==> src/design/ssc_pkg.sv <==
// shared constants and types of the sphere contact unit
`timescale 1ns / 1ps
package ssc_pkg;

   localparam int InWidth       = 248;
   localparam int OutWidth      = 184;
   localparam int QueueDepth    = 4;
   localparam int QueuePtrWidth = 2;
   localparam int SqrtSteps     = 32;
   localparam int DivSteps      = 17;
   localparam logic [16:0] OneQ16 = 17'd65536;

   // one classified pair as it leaves the front end
   typedef struct packed {
      logic               hit;
      logic [63:0]        sum_sq;
      logic [30:0]        rad;
      logic [29:0]        ra;
      logic signed [30:0] ax;
      logic signed [30:0] ay;
      logic signed [30:0] az;
      logic signed [31:0] dx;
      logic signed [31:0] dy;
      logic signed [31:0] dz;
   } ssc_job_type;

   // per pair data once the distance is known
   typedef struct packed {
      logic               hit;
      logic               zero;
      logic [30:0]        depth;
      logic [31:0]        center_dist;
      logic signed [33:0] lever;
      logic signed [30:0] ax;
      logic signed [30:0] ay;
      logic signed [30:0] az;
      logic [2:0]         neg;
   } ssc_geo_type;

endpackage

==> src/design/ssc_queue.sv <==
// short queue between front end and back end
`timescale 1ns / 1ps
module ssc_queue (
   input  logic                  clock,
   input  logic                  reset,
   input  logic                  in_valid,
   output logic                  in_ready,
   input  ssc_pkg::ssc_job_type  in_job,
   output logic                  out_valid,
   input  logic                  out_ready,
   output ssc_pkg::ssc_job_type  out_job
);

   ssc_pkg::ssc_job_type mem_ff [0:ssc_pkg::QueueDepth-1];
   logic [ssc_pkg::QueuePtrWidth-1:0] wr_ff, wr_in, rd_ff, rd_in;
   logic [ssc_pkg::QueuePtrWidth:0]   cnt_ff, cnt_in;
   logic push, pop;

   assign in_ready  = cnt_ff != (ssc_pkg::QueuePtrWidth+1)'(ssc_pkg::QueueDepth);
   assign out_valid = cnt_ff != '0;
   assign out_job   = mem_ff[rd_ff];
   assign push      = in_valid && in_ready;
   assign pop       = out_valid && out_ready;

   always_comb begin
      wr_in  = push ? wr_ff + 1'b1 : wr_ff;
      rd_in  = pop ? rd_ff + 1'b1 : rd_ff;
      cnt_in = cnt_ff + (ssc_pkg::QueuePtrWidth+1)'(push)
                      - (ssc_pkg::QueuePtrWidth+1)'(pop);
   end

   always_ff @(posedge clock) begin
      if (reset) begin
         wr_ff  <= '0;
         rd_ff  <= '0;
         cnt_ff <= '0;
      end else begin
         wr_ff  <= wr_in;
         rd_ff  <= rd_in;
         cnt_ff <= cnt_in;
      end
   end

   always_ff @(posedge clock) begin
      if (push) begin
         mem_ff[wr_ff] <= in_job;
      end
   end

endmodule

==> config.mk <==
export PLATFORM = sky130hd
export DESIGN_NAME = ssc_queue
export DESIGN_NICKNAME = d
export VERILOG_FILES = /design/src/design/ssc_pkg.sv /design/src/design/ssc_queue.sv
export SDC_FILE = /design/constraint.sdc
export NUM_CORES = 1
export LEC_CHECK = 0
export ABC_AREA = 1
export BUFFER_PORTS_ARGS = -buffer_cell sky130_fd_sc_hd__buf_2
export CORE_MARGIN = 10
export CORE_UTILIZATION = 45
export CTS_CLUSTER_DIAMETER = 30
export DETAILED_ROUTE_END_ITERATION = 8
export GPL_TIMING_DRIVEN = 0
export PLACE_DENSITY = 0.65
export SYNTH_ARGS = -nofsm -noshare
export SYNTH_HDL_FRONTEND = slang
export SYNTH_SLANG_ARGS = --single-unit
==> constraint.sdc <==
create_clock -name clock -period 28.8 [get_ports clock]
set_clock_uncertainty 0.1 [all_clocks]
set_input_delay 5.76 -clock clock [delete_from_list [all_inputs] [get_ports clock]]
set_output_delay 5.76 -clock clock [all_outputs]
set_load 0.02 [all_outputs]
==> results by group, run 1 <==
Placement
  • Placed insts: around 5200
  • I/O Buffers: between 600 and 700
  • Gpl congestion: about 0.8
  • Placed cell area: roughly 53000 um2
  • Dpl hpwl: 90420 um

Routing
  • DR vias: 30560
  • Initial DRC Count: 2581
  • Detail Route Antenna Nets: 0
  • First-pass iteration count of the detailed router: 7
  • Post-Route WL: roughly 130000 um
  • Vias per cell: 5.409
  • Wirelength per Cell: approximately 24 um
  • DRC viols: 0

Status
  • Status: completed

STA
  • Final worst path period share: 32.76%
  • Final Slew Violations: 0
  • Fmax: between 100 and 150 MHz
  • Tightest Pin Transition: around 0.95 ns
  • RSZ-0062 raised after global routing: false
  • Final hold slack: 0.3984 ns
  • Relative slew margins: between 30% and 40%
  • Number of setup violations in the final report: 0
  • Final Hold Viols: 0
  • Fin crit period: about 9.4 ns

Floorplanning
  • Die H: 343.1 um
  • Io pins: 636
  • Initial Utilization: between 40 and 50%
  • Row count: ~120
  • Die area: ~120000 um2
  • Die Span X: 343.1 um
  • Floorplan Core Area: 103600 um2

Global route
  • First-pass GRT wire length: 192800 um
  • GR Overflow Total: 0
  • All-Layer GR Usage: 21.91%
  • Largest net degree at the start of global routing: 30
  • Antenna violations before repair: 53
  • Vias in the first global route: 30190

Clocking
  • H-tree level count: 4
  • Worst-path clk slew: 0.05 ns
  • Root Driver: clkbuf_16
  • Post_cts resized: 0
  • Bufs on Longest Clock Path: 3
  • # hold bufs at CTS: 0
  • Post-CTS Setup Repair Bufs: 0
  • Clk Latency, worst-skew pair: 0.79 ns
  • CTS Sinks: 1269
  • TritonCTS buffer count: 232
  • TritonCTS clock tree: built

Setup path
  • Crit path required time: around 23 ns
  • Worst path arrival time: 3.57 ns
  • Worst-path fanout max: 10
  • Critical R2R Launch: cnt_ff[1]$_SDFF_PP0_
  • FF-to-FF path depth: 10
  • Kind of critical path: reg -> out
  • Crit start category: flop
  • Worst setup EP type: primary output
  • Crit Reg-Reg Endpoint: mem_ff[0][162]$_DFFE_PP_
  • R2R setup slack: 25.30 ns

Min path
  • Worst Hold Launch: rd_ff[0]$_SDFFE_PP0P_
  • Hold depth: 2
  • Path category of the worst min-delay check: reg -> reg

Cells and area
  • Area grow syn2layout: 30.28%
  • Most frequent cells in the layout: edfxtp_1 (1260), buf_2 (721), nor2_1 (639)
  • Commonest non-fill, non-tap cell in the layout: edfxtp_1
  • Share of cells above drive strength 1: 28.42%
  • Final non-filler cell total: 5649
  • Design area: 61200 um2
  • Nets: between 4000 and 5000

Logic synthesis
  • Synth warnings: 0
  • Register area share after synthesis: 80.92%
  • Cells after Synth: 3110
  • Syn avg cell area: 15.11 um2
  • Synth Cell Area: 46980 um2
  • Distinct cells, synth: 19
  • Number of synthesized register bits: between 1000 and 1500
  • Syn_nets: 3436

Pwr
  • Max IR drop VDD: 0.00007306 V
  • PwrDens: 105.6 nW/um2
  • Static leakage: approximately 22 nW

Job
  • Max_cap viols: 0
-- worst max-delay path: stages, from the launching register on --
cell     delay, ns
dfxtp_1       0.30
buf_6         0.17
inv_2         0.37
buf_2         0.43
buf_2         0.29
o21ai_0       0.12
o22ai_1       0.72
buf_2         0.31
-- how the worst max path moves through the flow --
| stage | startpoint | end | slack (ns) | cells past startpoint |
|---|---|---|---|---|
| finish | flop | out_job[162] | 19.37 | 7 |
| global route | flop | out_job[162] | 19.21 | 7 |
| CTS | flop | out_job[162] | 19.27 | 7 |
| detailed placement | in_valid | mem_ff[0][187]$_DFFE_PP_ | 20.14 | 9 |
| global placement | in_valid | mem_ff[3][133]$_DFFE_PP_ | -2.01 | 3 |
| floorplan | in_valid | mem_ff[0][0]$_DFFE_PP_ | 8.77 | 2 |
-- report_power, final --
part	switching, mW	total, mW	internal (mW)
combinational	1.04	1.44	0.403
clock	0.915	2.74	1.82
sequential	0.0368	2.29	2.25
-- registers in the layout, summed over array words and instances (netlist names), named ones only --
name,cells
cnt_ff,3
mem_ff,1260
rd_ff,2
wr_ff,2
-- Yosys cell counts --
master | count | area share [%]
o21ai_1 | 107 | 1.1
buf_2 | 86 | 0.92
ha_1 | 6 | 0.16
dfxtp_1 | 9 | 0.38
nor2_1 | 643 | 5.1
nand3_1 | 3 | 0.032
clkbuf_1 | 78 | 0.62
inv_2 | 1 | 0.0080
a21boi_0 | 2 | 0.032
buf_4 | 15 | 0.24
inv_8 | 1 | 0.024
edfxtp_1 | 1260 | 81
o21ai_0 | 524 | 5.6
o22ai_1 | 315 | 4.2
nand2_1 | 12 | 0.096
inv_1 | 14 | 0.11
a21oi_1 | 4 | 0.043
fa_1 | 1 | 0.043
buf_6 | 29 | 0.70
-- through the flow --
stage	worst slack (ns)	power (mW)	setup TNS [ns]	util, %
2_1_floorplan	8.772	3.220	0	-
3_3_place_gp	-2.010	3.904	-2110.42	50.06
3_5_place_dp	20.14	3.764	0	51.18
4_1_cts	19.27	6.503	0	58.97
5_1_grt	19.21	6.702	0	59.03
6_report	19.37	6.462	0	59.05
-- cell families (layout without fill, tap and decap cells) --
| kind of cell | count (synthesis) | after routing | share of synthesized area (%) |
|---|---|---|---|
| flip-flops | 1269 | 1269 | 80.92 |
| AO/OA/AOI/OAI | 952 | 952 | 10.99 |
| AND/OR/NAND/NOR | 658 | 658 | 5.265 |
| buffers and inverters | 224 | 1350 | 2.618 |
| adder cells (fa/ha/maj) | 7 | 7 | 0.2024 |
| other | 0 | 33 | 0 |
-- cell type report --
cell class / count / area (um2)
fill: 7889 / 42440
sequential: 1269 / 38020
multi-input combinational: 1617 / 7762
clock buffer: 265 / 6015
timing repair buffer: 688 / 4314
clock inverter: 173 / 2057
tap: 1380 / 1727
buffer: 208 / 1162
antenna: 33 / 82.58
inverter: 16 / 67.56
-- routing by layer --
metal | vias to the layer above | GRT usage [%] | part of all wire, %
met5 | - | 0 | 0.14
met4 | 28 | 8.957 | 3.6
met3 | 290 | 6.456 | 8.8
met2 | 1302 | 36.13 | 49
met1 | 15080 | 26.92 | 38
li1 | 13860 | - | -
(Power assumes the default switching activity.)
==> inputs of run 2 (changes only) <==
PLACE_DENSITY = 0.67   (was 0.65)
clock period = 8.09 ns   (was 28.8 ns; I/O delays follow)
==> run 2 against run 1 <==
Compared with the run above:
- global-route usage increased by 0.21 points
- critical path depth did not move
- first-iteration DRC count up 9.1%
- critical path type unchanged
- setup slack lost 16 ns
- sequential share of layout area is essentially flat
- largest cell class unchanged
- non-clock buffer count is 1 lower
- cell count about the same
- utilization about the same
- register-to-register slack worse by 21 ns
- combinational power rose to 3.6 times the previous value
- count of clock-buffer cells in the layout is 15 lower
==> results by group, run 2 (synthesized netlist as in run 1, its figures left out) <==
Status
  • Status: completed

STA
  • Fmax: 191.9 MHz
  • Fin Setup TNS: 0 ns (unchanged)
  • Relative slew margins: 39.09% (+2.3 points)
  • Tightest Pin Transition: 0.9114 ns (-0.03662 ns)
  • Final Slew Violations: 0 (unchanged)
  • RSZ-0062 raised after global routing: false
  • Final hold slack: 0.3751 ns (-0.02337 ns)
  • Final worst path period share: 64.42%
  • Fin crit period: 5.212 ns
  • Number of setup violations in the final report: 0 (unchanged)
  • Final Hold Viols: 0 (unchanged)

Placement
  • Gpl congestion: 0.7885 (-1.3%)
  • I/O Buffers: 635 (unchanged)
  • Dpl hpwl: 89920 um (-0.55%)

Cells and area
  • Share of cells above drive strength 1: 28.55% (+0.12 points)
  • Top Registers: mem_ff (1260), cnt_ff (3)
  • Multi-input gate area: 7762 um2 (unchanged)
  • Area grow syn2layout: 30.27% (about the same)
  • Most frequent cells in the layout: edfxtp_1 (1260), buf_2 (721), nor2_1 (639)
  • Fill cell count: 7833 (-0.71%)
  • Largest register FFs: 1260 (unchanged)
  • FF/Latch Area: 38020 um2 (unchanged)
  • Register with the most flip-flops: mem_ff
  • Nets: 4355 (-0.069%)
  • Commonest non-fill, non-tap cell in the layout: edfxtp_1

Pwr
  • Sequential share of power: 35.3% (about the same)
  • Internal power: 15.91 mW (+260%)
  • Final Power: 23.08 mW (+260%)
  • Gate power share: 22.3% (about the same)
  • Static leakage: 21.82 nW (about the same)
  • Switching Share: 31.07% (+0.30 points)
  • Net Sw Power: 7.171 mW (+260%)
  • Clock Power Share: 42.4% (about the same)
  • Max IR drop VDD: 0.0002724 V (+270%)
  • PwrDens: 377.2 nW/um2 (+260%)

Global route
  • Met1 Track Usage GR: 27.12% (+0.20 points)
  • Vias in the first global route: 30310 (+0.40%)
  • Most used routing layer: met2
  • GR Overflow Total: 0 (unchanged)
  • Met3 GRT Util: 6.113% (-0.34 points)
  • GR Util met2: 36.66% (+0.53 points)
  • First-pass GRT wire length: 194900 um (+1.1%)
  • All-Layer GR Usage: 22.12% (+0.21 points)
  • Antenna violations before repair: 59 (+11%)
  • Largest net degree at the start of global routing: 31 (+3.3%)

Clocking
  • Post-CTS Setup Repair Bufs: 0 (unchanged)
  • TritonCTS clock tree: built
  • CTS Sinks: 1269 (unchanged)
  • # hold bufs at CTS: 0 (unchanged)
  • Post_cts resized: 0 (unchanged)
  • Clk Latency, worst-skew pair: 0.79 ns (about the same)
  • Worst-path clk slew: 0.05 ns (about the same)
  • H-tree level count: 4 (unchanged)
  • Root Driver: clkbuf_16
  • Bufs on Longest Clock Path: 3 (unchanged)
  • TritonCTS buffer count: 230 (-0.86%)

Floorplanning
  • Floorplan Core Area: 103600 um2 (unchanged)
  • Initial Utilization: 45.33% (unchanged)
  • Die area: 117700 um2 (unchanged)
  • Io pins: 636 (unchanged)
  • Die H: 343.1 um (unchanged)
  • Row count: 118 (unchanged)
  • Die Span X: 343.1 um (unchanged)

Setup path
  • Critical Path, Cell by Cell: buf_6 -> inv_2 -> buf_2 -> buf_2 -> o21ai_0 -> o22ai_1 -> buf_2
  • Kind of critical path: reg -> out
  • Crit path required time: 6.37 ns (-16.57 ns)
  • Most used cell, CP: buf_2
  • Crit start category: flop
  • Worst path arrival time: 3.49 ns (-0.08 ns)
  • CP peak stage delay: 0.66 ns (-0.06 ns)
  • Worst-path fanout max: 10 (unchanged)
  • Worst setup EP type: primary output
  • R2R setup slack: 4.69 ns (-20.61 ns)
  • Crit path max-delay cell type: o22ai_1

Routing
  • First-pass iteration count of the detailed router: 7 (unchanged)
  • DRC viols: 0 (unchanged)
  • Vias per cell: 5.439 (+0.55%)
  • Detail Route Antenna Nets: 0 (unchanged)
  • Post-Route WL: 135700 um (+1.6%)
  • Initial DRC Count: 2817 (+9.1%)
  • DR vias: 30720 (+0.53%)
  • Wirelength per Cell: 24.03 um (+1.6%)

Job
  • Max_cap viols: 0 (unchanged)

Min path
  • Path category of the worst min-delay check: reg -> reg
-- run 2: path summary, 6_finish.rpt --
path | from | endpoint | cells after the start
worst max-delay path | flop | out_job[161] | 7
worst min-delay path | rd_ff[0]$_SDFFE_PP0P_ | flop | 2
worst max register to register | cnt_ff[1]$_SDFF_PP0_ | mem_ff[3][143]$_DFFE_PP_ | 9
worst min register to register | rd_ff[0]$_SDFFE_PP0P_ | flop | 2
-- run 2: layout make-up --
| class | instances | share of cell area, % |
|---|---|---|
| Timing Repair Buffer | 687 | 7.004 |
| Sequential cell | 1269 | 62.12 |
| Tap cell | 1380 | 2.821 |
| Antenna cell | 33 | 0.1349 |
| Clock inverter | 188 | 3.596 |
| Inverter | 16 | 0.1104 |
| Multi-Input combinational cell | 1617 | 12.68 |
| Clock buffer | 250 | 9.631 |
| Buffer | 208 | 1.899 |
-- run 2: worst max-delay path: cells and delay by family, from the launching register on --
kind                   cells  cell delay [ns]
AOI/OAI and AO/OA          2             0.79
DFF                        1             0.30
buffers and inverters      5             1.58
-- run 2: metal layers --
metal	part of all wire, %	vias to the layer above
li1	-	13860
met4	3.4	32
met1	38	15250
met2	50	1305
met3	8.6	282
met5	0.18	-
-- run 2: metrics by stage --
| stage | setup WS, ns | area, um2 | util (%) | cells |
|---|---|---|---|---|
| after global routing | 2.734 | 61160 | 59.01 | 5633 |
| after floorplan | -2.488 | 46990 | - | 3110 |
| after global placement | -9.193 | 51890 | 50.07 | 5125 |
| final | 2.878 | 61200 | 59.05 | 5648 |
| after CTS | 2.798 | 61120 | 58.97 | 5615 |
| after detailed placement | 3.623 | 53020 | 51.16 | 5177 |
-- run 2: power by group through the flow --
stage          sequential, mW  combinational, mW  clock (mW)
5_1_grt                  8.18               5.49        10.2
6_report                 8.14               5.16        9.79
4_1_cts                  8.14               5.19        9.89
2_1_floorplan            8.46               2.83           0
3_5_place_dp             8.26               5.16           0
3_3_place_gp             8.67               4.91           0
